`config.mk`:
```
export PLATFORM = sky130hd
export DESIGN_NAME = pot_and_cv_change_tracker
export DESIGN_NICKNAME = d
export VERILOG_FILES = /design/src/rtl/core/pcvt_pkg.sv /design/src/rtl/core/pot_and_cv_change_tracker.sv /design/src/rtl/core/pcvt_csr.sv /design/src/rtl/core/pcvt_update.sv
export SDC_FILE = /design/constraint.sdc
export NUM_CORES = 1
export LEC_CHECK = 0
export ABC_AREA = 1
export BUFFER_PORTS_ARGS = -buffer_cell sky130_fd_sc_hd__clkbuf_2
export CAP_MARGIN = 15
export CELL_PAD_IN_SITES_DETAIL_PLACEMENT = 0
export CELL_PAD_IN_SITES_GLOBAL_PLACEMENT = 1
export CORE_ASPECT_RATIO = 1.75
export CORE_MARGIN = 2
export CORE_UTILIZATION = 45
export CTS_BUF_LIST = sky130_fd_sc_hd__clkbuf_2
export DETAILED_ROUTE_END_ITERATION = 12
export PLACE_DENSITY = 0.92
export SLEW_MARGIN = 20
export SYNTH_ARGS = -nofsm -noshare
export SYNTH_HDL_FRONTEND = slang
export SYNTH_SLANG_ARGS = --single-unit
```
`constraint.sdc`:
```
create_clock -name clock -period 5.8 [get_ports clock]
set_input_delay 0.58 -clock clock [delete_from_list [all_inputs] [get_ports clock]]
set_output_delay 0.58 -clock clock [all_outputs]
set_load 0.005 [all_outputs]
```
`src/rtl/core/pcvt_pkg.sv`:
```
// pcvt_pkg: types, codes and constants shared by the pot and cv change tracker
// no dependencies; imported by every module of the block
`timescale 1ns / 1ps

package pcvt_pkg;

   localparam int SAMPLE_BITS           = 10;
   localparam int CHANNEL_BITS          = 4;
   localparam int OP_BITS               = 3;
   localparam int COUNT_BITS            = SAMPLE_BITS + 1;
   localparam int CSR_INDEX_BITS        = 2;
   localparam int CSR_DATA_BITS         = SAMPLE_BITS;
   localparam int DEFAULT_NUM_KNOBS     = 4;
   localparam int DEFAULT_NUM_CV_INPUTS = 5;

   // operation codes
   localparam logic [OP_BITS-1:0] OP_SAMPLE       = 3'd0;
   localparam logic [OP_BITS-1:0] OP_FREEZE_ONE   = 3'd1;
   localparam logic [OP_BITS-1:0] OP_UNFREEZE_ONE = 3'd2;
   localparam logic [OP_BITS-1:0] OP_FREEZE_ALL   = 3'd3;
   localparam logic [OP_BITS-1:0] OP_UNFREEZE_ALL = 3'd4;

   // register indexes
   localparam logic [CSR_INDEX_BITS-1:0] CSR_CHANGE_TOLERANCE  = 2'd0;
   localparam logic [CSR_INDEX_BITS-1:0] CSR_UNFREEZE_DISTANCE = 2'd1;
   localparam logic [CSR_INDEX_BITS-1:0] CSR_IDLE_LIMIT        = 2'd2;
   localparam logic [CSR_INDEX_BITS-1:0] CSR_EXTERNAL_UNFREEZE = 2'd3;

   // register reset values
   localparam logic [SAMPLE_BITS-1:0] RESET_CHANGE_TOLERANCE  = 10'd2;
   localparam logic [SAMPLE_BITS-1:0] RESET_UNFREEZE_DISTANCE = 10'd20;
   localparam logic [SAMPLE_BITS-1:0] RESET_IDLE_LIMIT        = 10'd100;
   localparam logic                   RESET_EXTERNAL_UNFREEZE = 1'b0;

   typedef struct packed {
      logic [OP_BITS-1:0]      operation;
      logic [CHANNEL_BITS-1:0] channel;
      logic [SAMPLE_BITS-1:0]  sample;
   } req_item_type;

   typedef struct packed {
      logic                   changed;
      logic                   frozen;
      logic [SAMPLE_BITS-1:0] current_value;
      logic [SAMPLE_BITS-1:0] previous_value;
   } rsp_item_type;

   typedef struct packed {
      logic [SAMPLE_BITS-1:0] change_tolerance;
      logic [SAMPLE_BITS-1:0] unfreeze_distance;
      logic [SAMPLE_BITS-1:0] idle_limit;
      logic                   external_unfreeze;
   } cfg_type;

endpackage

```
`src/rtl/core/pot_and_cv_change_tracker.sv`:
```
// pot_and_cv_change_tracker: top level, input register, update logic, result register
// depends on pcvt_pkg, pcvt_csr, pcvt_update
//
//   port group   dir     handshake               payload
//   req_         in      req_valid / req_ready   req_item  (operation, channel, sample)
//   rsp_         out     rsp_valid / rsp_ready   rsp_item  (changed, frozen, values)
//   csr_         in      csr_valid / csr_ready   csr_index, csr_data
//
// one item per cycle unless rsp stalls; an item passes both registers before rsp_valid
// the update runs as the item leaves the input register, so the next item sees its state
// a stalled result holds the result register; the input register keeps taking one item
// csr_ready is always high; a register write lands at the edge it is accepted
// synchronous reset loads the register defaults, zero values, all knobs frozen
`timescale 1ns / 1ps

module pot_and_cv_change_tracker #(
   parameter int NUM_KNOBS     = pcvt_pkg::DEFAULT_NUM_KNOBS,
   parameter int NUM_CV_INPUTS = pcvt_pkg::DEFAULT_NUM_CV_INPUTS
) (
   input  logic                                clock,
   input  logic                                reset,
   input  logic                                req_valid,
   output logic                                req_ready,
   input  pcvt_pkg::req_item_type              req_item,
   output logic                                rsp_valid,
   input  logic                                rsp_ready,
   output pcvt_pkg::rsp_item_type              rsp_item,
   input  logic                                csr_valid,
   output logic                                csr_ready,
   input  logic [pcvt_pkg::CSR_INDEX_BITS-1:0] csr_index,
   input  logic [pcvt_pkg::CSR_DATA_BITS-1:0]  csr_data
);
   import pcvt_pkg::*;

   cfg_type      cfg;
   req_item_type stage_item_ff;
   logic         stage_valid_ff;
   logic         stage_valid_in;
   rsp_item_type out_item_ff;
   logic         out_valid_ff;
   logic         out_valid_in;
   rsp_item_type result;
   logic         advance;
   logic         take;

   assign advance   = stage_valid_ff && (!out_valid_ff || rsp_ready);
   assign req_ready = !stage_valid_ff || advance;
   assign take      = req_valid && req_ready;
   assign rsp_valid = out_valid_ff;
   assign rsp_item  = out_item_ff;

   assign stage_valid_in = take || (stage_valid_ff && !advance);
   assign out_valid_in   = advance || (out_valid_ff && !rsp_ready);

   pcvt_csr u_csr (
      .clock     (clock),
      .reset     (reset),
      .csr_valid (csr_valid),
      .csr_ready (csr_ready),
      .csr_index (csr_index),
      .csr_data  (csr_data),
      .cfg       (cfg)
   );

   pcvt_update #(
      .NUM_KNOBS     (NUM_KNOBS),
      .NUM_CV_INPUTS (NUM_CV_INPUTS)
   ) u_update (
      .clock  (clock),
      .reset  (reset),
      .fire   (advance),
      .item   (stage_item_ff),
      .cfg    (cfg),
      .result (result)
   );

   always_ff @(posedge clock) begin
      if (reset) begin
         stage_valid_ff <= 1'b0;
         out_valid_ff   <= 1'b0;
      end else begin
         stage_valid_ff <= stage_valid_in;
         out_valid_ff   <= out_valid_in;
      end
   end

   always_ff @(posedge clock) begin
      if (take) begin
         stage_item_ff <= req_item;
      end
      if (advance) begin
         out_item_ff <= result;
      end
   end

endmodule

```
`src/rtl/core/pcvt_csr.sv`:
```
// pcvt_csr: configuration registers of the change tracker
// depends on pcvt_pkg
`timescale 1ns / 1ps

module pcvt_csr (
   input  logic                                 clock,
   input  logic                                 reset,
   input  logic                                 csr_valid,
   output logic                                 csr_ready,
   input  logic [pcvt_pkg::CSR_INDEX_BITS-1:0]  csr_index,
   input  logic [pcvt_pkg::CSR_DATA_BITS-1:0]   csr_data,
   output pcvt_pkg::cfg_type                    cfg
);
   import pcvt_pkg::*;

   cfg_type cfg_ff;
   cfg_type cfg_in;

   assign csr_ready = 1'b1;
   assign cfg       = cfg_ff;

   always_comb begin
      cfg_in = cfg_ff;
      if (csr_valid) begin
         unique case (csr_index)
            CSR_CHANGE_TOLERANCE:  cfg_in.change_tolerance  = csr_data;
            CSR_UNFREEZE_DISTANCE: cfg_in.unfreeze_distance = csr_data;
            CSR_IDLE_LIMIT:        cfg_in.idle_limit        = csr_data;
            CSR_EXTERNAL_UNFREEZE: cfg_in.external_unfreeze = csr_data[0];
            default:               cfg_in = cfg_ff;
         endcase
      end
   end

   always_ff @(posedge clock) begin
      if (reset) begin
         cfg_ff.change_tolerance  <= RESET_CHANGE_TOLERANCE;
         cfg_ff.unfreeze_distance <= RESET_UNFREEZE_DISTANCE;
         cfg_ff.idle_limit        <= RESET_IDLE_LIMIT;
         cfg_ff.external_unfreeze <= RESET_EXTERNAL_UNFREEZE;
      end else begin
         cfg_ff <= cfg_in;
      end
   end

endmodule

```
`src/rtl/core/pcvt_update.sv`:
```
// pcvt_update: channel state, frozen bits, activity counter and the per-item update
// depends on pcvt_pkg
`timescale 1ns / 1ps

module pcvt_update #(
   parameter int NUM_KNOBS     = pcvt_pkg::DEFAULT_NUM_KNOBS,
   parameter int NUM_CV_INPUTS = pcvt_pkg::DEFAULT_NUM_CV_INPUTS
) (
   input  logic                   clock,
   input  logic                   reset,
   input  logic                   fire,
   input  pcvt_pkg::req_item_type item,
   input  pcvt_pkg::cfg_type      cfg,
   output pcvt_pkg::rsp_item_type result
);
   import pcvt_pkg::*;

   localparam int NUM_CHANNELS = NUM_KNOBS + NUM_CV_INPUTS;
   localparam int CH_W         = (NUM_CHANNELS > 1) ? $clog2(NUM_CHANNELS) : 1;
   localparam int KNOB_W       = (NUM_KNOBS > 1) ? $clog2(NUM_KNOBS) : 1;

   logic [SAMPLE_BITS-1:0] value_ff [NUM_CHANNELS];
   logic [SAMPLE_BITS-1:0] value_in [NUM_CHANNELS];
   logic [SAMPLE_BITS-1:0] prev_ff  [NUM_CHANNELS];
   logic [SAMPLE_BITS-1:0] prev_in  [NUM_CHANNELS];
   logic [NUM_KNOBS-1:0]   frozen_ff;
   logic [NUM_KNOBS-1:0]   frozen_in;
   logic [COUNT_BITS-1:0]  count_ff;
   logic [COUNT_BITS-1:0]  count_in;

   logic [CH_W-1:0]        ch_idx;
   logic [KNOB_W-1:0]      knob_idx;
   logic                   in_range;
   logic                   is_knob;
   logic [SAMPLE_BITS-1:0] cur_val;
   logic [SAMPLE_BITS-1:0] delta;
   logic                   pickup;
   logic                   changed;

   assign ch_idx   = CH_W'(item.channel);
   assign knob_idx = KNOB_W'(item.channel);
   assign in_range = int'(item.channel) < NUM_CHANNELS;
   assign is_knob  = int'(item.channel) < NUM_KNOBS;
   assign cur_val  = value_ff[ch_idx];
   assign delta    = (item.sample > cur_val) ? (item.sample - cur_val)
                                             : (cur_val - item.sample);
   assign pickup   = is_knob && !cfg.external_unfreeze && frozen_ff[knob_idx]
                     && (delta > cfg.unfreeze_distance);

   always_comb begin
      value_in  = value_ff;
      prev_in   = prev_ff;
      frozen_in = frozen_ff;
      count_in  = count_ff;
      changed   = 1'b0;
      if (in_range) begin
         unique case (item.operation)
            OP_SAMPLE: begin
               changed = pickup;
               if (pickup) begin
                  frozen_in[knob_idx] = 1'b0;
               end
               if (delta > cfg.change_tolerance) begin
                  changed  = 1'b1;
                  count_in = '0;
               end else if (count_ff > COUNT_BITS'(cfg.idle_limit)) begin
                  changed  = 1'b0;
               end else begin
                  count_in = count_ff + COUNT_BITS'(1);
               end
               prev_in[ch_idx]  = cur_val;
               value_in[ch_idx] = item.sample;
            end
            OP_FREEZE_ONE: begin
               if (is_knob) begin
                  frozen_in[knob_idx] = 1'b1;
               end
            end
            OP_UNFREEZE_ONE: begin
               if (is_knob) begin
                  frozen_in[knob_idx] = 1'b0;
               end
            end
            OP_FREEZE_ALL:   frozen_in = '1;
            OP_UNFREEZE_ALL: frozen_in = '0;
            default:         frozen_in = frozen_ff;
         endcase
      end
   end

   always_comb begin
      result = '0;
      if (in_range) begin
         result.changed        = changed;
         result.frozen         = is_knob && frozen_in[knob_idx];
         result.current_value  = value_in[ch_idx];
         result.previous_value = prev_in[ch_idx];
      end
   end

   always_ff @(posedge clock) begin
      if (reset) begin
         for (int i = 0; i < NUM_CHANNELS; i++) begin
            value_ff[i] <= '0;
            prev_ff[i]  <= '0;
         end
         frozen_ff <= '1;
         count_ff  <= '0;
      end else if (fire) begin
         value_ff  <= value_in;
         prev_ff   <= prev_in;
         frozen_ff <= frozen_in;
         count_ff  <= count_in;
      end
   end

endmodule

```
**Word-level counts from Yosys, hierarchy flattened**

Index checks and enable logic that the tools add are counted.

- Bits in registers: 267
- Latch bits: 0
- RAM bits: 0
- ROM bits: 0
- Input port bits: 34
- Output and inout port bits: 25
- Memories: 0

- $add $sub $neg: 3
- Multiply operators: 0
- Div/mod/pow operators: 0
- Order comparisons: 10
- Equal/unequal tests: 8
- Shift operators: 0
- Muxes and demuxes: 33
- Bitwise gates (word level): 4
- Reduce and logical (&&, ||, !) cells: 27

Operator list:

| cell | number |
|---|---|
| 2-to-1 mux 90 bit | 4 |
| bitwise mux 90 bit | 2 |
| binary-select mux 10 bit (select 4 bit) | 3 |
| 2-to-1 mux 10 bit | 8 |
| demux 10 bit (select 4 bit) | 1 |
| > comparator 10 bit | 3 |
| 2-to-1 mux 11 bit | 2 |
| case mux 4 bit (5 select lines) | 1 |
| subtractor 10 bit | 2 |
| 2-to-1 mux 4 bit | 4 |
| adder 11 x 1 -> 11 bit, second input constant | 1 |
| > comparator 11 x 10 -> 1 bit | 1 |
| logical AND 1 bit | 10 |
| AND reduction 2 bit | 5 |
| equality test 3 x 2 -> 1 bit, second input constant | 2 |
| greater-or-equal comparator 5 bit, second input constant | 1 |
| logical NOT 1 bit | 5 |
| less-than comparator 5 x 1 -> 1 bit, second input constant | 1 |
| 2-to-1 mux 1 bit | 5 |
| NOT 4 -> 5 bit | 1 |
| bitwise AND 4 bit | 1 |
| binary-select mux 1 bit (select 2 bit) | 2 |
| equality test 2 bit, second input constant | 2 |
| logical OR 1 bit | 4 |
| other kinds (14) | 14 |

**Longest topological paths before layout**

- Depth after elaboration: 14
- Mapped depth: 37
- Depth with buffers taken out: 36

**Cells and area by module**

A second synthesis with hierarchy kept.

- Cell total of the unflattened synthesis: 2,667
- Area total of the unflattened synthesis: 17,131.4 sq um

Modules (own cells, without submodules):

| module | instances | cells an instance | area an instance (sq um) | seq. area each (sq um) |
|---|---|---|---|---|
| pcvt_update | 1 | 2,419 | 14,541.4 | 3,903.7 |
| pcvt_csr | 1 | 197 | 1,327.5 | 620.6 |
| pot_and_cv_change_tracker | 1 | 51 | 1,262.5 | 1,211.2 |

**Worst setup path after synthesis**

OpenSTA, ideal clock, no wires.

- Kind: reg-to-reg
- Start point: reg stage_item_ff[10] (netlist bit)
- End point: reg u_update.count_ff[2]
- Data arrival time: 4.362 ns
- Data required time: 5.730 ns
- Path slack: 1.368 ns
- Cell stages (with the launch flop): 30
- Buffers on the path: 3
- Path through: edfxtp_1 > nand2_4 > buf_2 > nor2_1 > nor2_1 > nand2_1 > a21boi_4 > nand2_1 > ha_1 > clkbuf_1 > nand2_1 > nor2_1 > nand2_1 > o211ai_1 > nand2_1 > nand2_1 > nand2_1 > buf_2 > o21ai_0 > xor2_1 > inv_1 > ha_1 > nand2_1 > o21ai_0 > nand2_1 > o2111ai_1 > nand3_2 > nand2_2 > nand3_1 > a21oi_1

- Word-level cells in the longest chain between the ends: 9

RTL lines:

| element | RTL line | text |
|---|---|---|
| start: declaration | pot_and_cv_change_tracker.sv:36 | `req_item_type stage_item_ff;` |
| start signal: assignment | pot_and_cv_change_tracker.sv:89 | `stage_item_ff <= req_item;` |
| NOT 4 -> 5 bit (not written as such) | pcvt_update.sv:44 | `assign cur_val = value_ff[ch_idx];` |
| binary-select mux 10 bit (select 4 bit) | pcvt_update.sv:44 |  |
| 2-to-1 mux 10 bit (not written as such) (2 in a row) | pcvt_update.sv:44 |  |
| subtractor 10 bit (tied with other cells) | pcvt_update.sv:46 | `: (cur_val - item.sample);` |
| 2-to-1 mux 10 bit | pcvt_update.sv:45 | `assign delta = (item.sample > cur_val) ? (item.sample - cur_val)` |
| > comparator 10 bit | pcvt_update.sv:63 | `if (delta > cfg.change_tolerance) begin` |
| inequality test 2 x 1 -> 1 bit (no line) | - |  |
| AND reduction 4 bit (no line) | - |  |
| end signal: assignment | pcvt_update.sv:113 | `count_ff <= count_in;` |
| end: declaration | pcvt_update.sv:28 | `logic [COUNT_BITS-1:0] count_ff;` |

Parallel ways exist; a longest one is shown, timed or not. The select of a mux whose other input is x is not followed.
A chain may end at the register's enable or synchronous reset.

**Worst setup path after layout**

- Start point: reg stage_item_ff[10] (netlist bit)
- End point: reg out_item_ff (netlist bit rsp_item[20]) (data pin)

- Word-level cells in the longest chain between the ends: 14

RTL lines:

| element | RTL line | text |
|---|---|---|
| NOT 4 -> 5 bit (not written as such) | pcvt_update.sv:44 |  |
| binary-select mux 10 bit (select 4 bit) | pcvt_update.sv:44 |  |
| 2-to-1 mux 10 bit (not written as such) (2 in a row) | pcvt_update.sv:44 |  |
| subtractor 10 bit (tied with other cells) | pcvt_update.sv:46 |  |
| 2-to-1 mux 10 bit | pcvt_update.sv:45 |  |
| > comparator 10 bit | pcvt_update.sv:48 | `&& (delta > cfg.unfreeze_distance);` |
| logical AND 1 bit | pcvt_update.sv:48 |  |
| 2-to-1 mux 4 bit | pcvt_update.sv:60 | `if (pickup) begin` |
| case mux 4 bit (5 select lines) | pcvt_update.sv:57 | `unique case (item.operation)` |
| 2-to-1 mux 4 bit | pcvt_update.sv:56 | `if (in_range) begin` |
| binary-select mux 1 bit (select 2 bit) | pcvt_update.sv:95 | `result.frozen = is_knob && frozen_in[knob_idx];` |
| 2-to-1 mux 1 bit (not written as such) | pcvt_update.sv:95 |  |
| logical AND 1 bit | pcvt_update.sv:95 |  |
| end signal: assignment | pot_and_cv_change_tracker.sv:92 | `out_item_ff <= result;` |
| end: declaration | pot_and_cv_change_tracker.sv:39 | `rsp_item_type out_item_ff;` |

Parallel ways exist; a longest one is shown, timed or not. The select of a mux whose other input is x is not followed.

==> impl_metrics.ini <==
[synth]
ys_seq_area_frac = 0.347
yosysWarnings = 0
synth.top_cell.area_share = 0.276
synth_top_flop_cell = dfxtp_1
synth_edf_count = 39
synth.distinct_cells = 41
synth_area_um2 = 16500
synth_area_per_cell_um2 = 6.47
synthCells = 2553
yosys-top-cells-count = nand2_1, inv_1, o21ai_0
yosysTopAreaCell = dfxtp_1
synth_area_leaders = dfxtp_1, nand2_1, inv_1, o21ai_0, edfxtp_1
synthesis.nets = 2639
async_flop_share = 0
ys_seq_elements = 267
synth_most_common_cell = nand2_1

[detailed_routing]
wl_per_cell_um = 18.7
vias = 17200
drtAntennaViolNets = 0
vias_per_cell = 5.46
drcViolationCount = 0
wl_um = 59000
drt_iter0_markers = 1585
drt_first_pass_iters = 6

[worst_setup_path]
crit_buf_inv = 5
regToRegSetupSlack_ns = 0.35
cp_top_family = simple AND/OR/NAND/NOR gates
worst_setup_path_start_kind = flip-flop
slowest_stage = edfxtp_1
worstSetupPathType = flip-flop to flip-flop
arrival_ns = 6.15
cpPeakStageDelay_ns = 0.56
required_ns = 6.50
cp_max_fo = 12
crit_top_cell = nand2_1
end_kind = flip-flop

[floorplan]
ios = 59
core_area_um2 = 36100
initial_core_util = 0.457
die_width_um = 149
die_area_um2 = 38300
die_h_um = 257
rows = 92

[sta]
post-route-min-period_ns = 5.45
fin_hold_ws_ns = 0.101
hold_viol_final = 0
layout_worst_path_cycle_share = 0.940
rsz0062_at_grt = false
slew_headroom = 0.318
setup_viol = 0
fin_setup_tns_ns = 0
tightest_slew_ns = 1.02
final_max_slew_viol_count = 0
finalClockSkew_ns = 0.0994
fmax_mhz = 183

[global_route]
grt_pass1_wl_um = 89900
grt_pass1_vias = 16300
grtUsageTotal = 0.306
grt_max_degree = 90
overflow = 0
antenna_found_initial = 2

[cells_and_area]
final_cells = 3150
nets = 2709
final_area_um2 = 18100
drive_gt1_frac = 0.0967
syn2layout_area_growth_pct = 9.91

[clock_network]
cts_tree = built
clkLatencyLatePin_ns = 1.00
cts_buffers = 67
clockBufferDepth = 3
clk_transition_reported_paths_ns = 0.13
clockRootBuffer = clkbuf_2
clock-sinks = 267
htreeDepth = 3

[pwr]
peakVddDrop_mv = 0.154
report.power.total_mw = 4.32
power.density_nw_per_um2 = 238
leakage_nw = 9.04

[placed_design]
place_inst = 2989
place.port_buffers = 57
gp_congestion = 0.996
postPlaceCellArea_um2 = 17200
hpwl_um = 41900

[worst_hold_path]
timing.hold.worst.class = input pin to flip-flop

[flow_run]
maxCapViolations = 0

[status]
status = completed
-- state kept, by name (all words and copies together), names as in the netlist --
signal / count
u_csr.cfg: 31
u_update.prev_ff: 90
u_update.value_ff: 90
rsp_valid: 1
stage_valid_ff: 1
stage_item_ff: 17
u_update.count_ff: 11
u_update.frozen_ff: 4
rsp_item: 22
-- area by class of cell --
cell class	count	area [µm²]
fillers	3863	18000
multi-input cells	1703	8540
flip-flops and latches	267	5740
inverters	453	1710
repair buffers	131	943
well taps	470	588
clock buffers	93	465
clock inverters	31	154
diodes	2	5.00
-- cells by family (layout without fill, tap and decap cells) --
logic type,count (synthesis),count (layout),share of synthesized area
AND/OR/NAND/NOR,1071,1071,0.275
XOR/XNOR,19,19,0.0101
flip-flops,267,267,0.347
adder cells (fa/ha/maj),52,52,0.0403
multiplexers,7,7,0.00424
buffers and inverters,583,708,0.137
AO/OA/AOI/OAI,553,553,0.186
other,1,3,0.000227
-- per-layer routing --
layer,wire length (µm),GRT usage,vias up
met4,5720,0.265,0
met5,0,0,-
met1,21300,0.320,7796
met3,3710,0.0505,272
met2,28300,0.526,731
li1,-,-,8389
-- power by group --
part	internal, mW	switching (mW)
clock network	0.486	0.858
registers	2.00	0.0731
logic	0.300	0.609
total	2.78	1.54
-- through the flow --
| stage | worst slack (ns) | utilization |
|---|---|---|
| 2_1_floorplan | 1.37 | - |
| 3_3_place_gp | 0.380 | 0.475 |
| 3_5_place_dp | 0.260 | 0.475 |
| 4_1_cts | 0.185 | 0.502 |
| 5_1_grt | 0.00254 | 0.502 |
| 6_report | 0.349 | 0.502 |
-- path summary, 6_finish.rpt --
| path | start | to | cells past startpoint |
|---|---|---|---|
| worst max-delay path | stage_item_ff[10]$_DFFE_PP_ | rsp_item[20]$_SDFFCE_PN0P_ | 29 |
| worst max register to register | stage_item_ff[10]$_DFFE_PP_ | rsp_item[20]$_SDFFCE_PN0P_ | 29 |
| worst min register to register | u_csr.cfg[14]$_SDFFE_PP0P_ | u_csr.cfg[14]$_SDFFE_PP0P_ | 2 |
| worst min-delay path | reset | rsp_valid$_SDFF_PP0_ | 2 |
-- cell usage in the layout, fill, tap and decap left out, types with 13 or more instances in the layout --
| cell | synthesis | routed |
|---|---|---|
| nand2_1 | 667 | 665 |
| inv_1 | 432 | 432 |
| o21ai_0 | 243 | 243 |
| dfxtp_1 | 228 | 228 |
| a21oi_1 | 178 | 178 |
| nand3_1 | 159 | 159 |
| clkbuf_2 | 0 | 149 |
| nor2_1 | 141 | 140 |
| o211ai_1 | 95 | 95 |
| nand4_1 | 54 | 54 |
| ha_1 | 50 | 50 |
| buf_4 | 8 | 39 |
| edfxtp_1 | 39 | 39 |
| dlygate4sd3_1 | 0 | 35 |
| o21ai_1 | 28 | 28 |
| clkinv_1 | 6 | 27 |
| nand2_2 | 14 | 15 |
| inv_2 | 14 | 14 |
| xor2_1 | 13 | 13 |
-- what timing repair did --
item,in CTS,in global routing
endpoints found under the setup margin,0,14
endpoints found under the hold margin,50,0
setup buffers,0,0
hold buffers,35,0
gates resized for setup,0,4
-- worst reg2reg max path: cells and delay by family (launching register included) --
| kind | cells | cell delay [ns] |
|---|---|---|
| simple gates | 20 | 2.74 |
| buf+inv | 5 | 0.95 |
| fa+ha+maj | 2 | 0.66 |
| flops | 1 | 0.56 |
| xor+xnor | 1 | 0.14 |
| compound gates | 1 | 0.07 |
No activity file was read; power rests on OpenSTA's default activity.
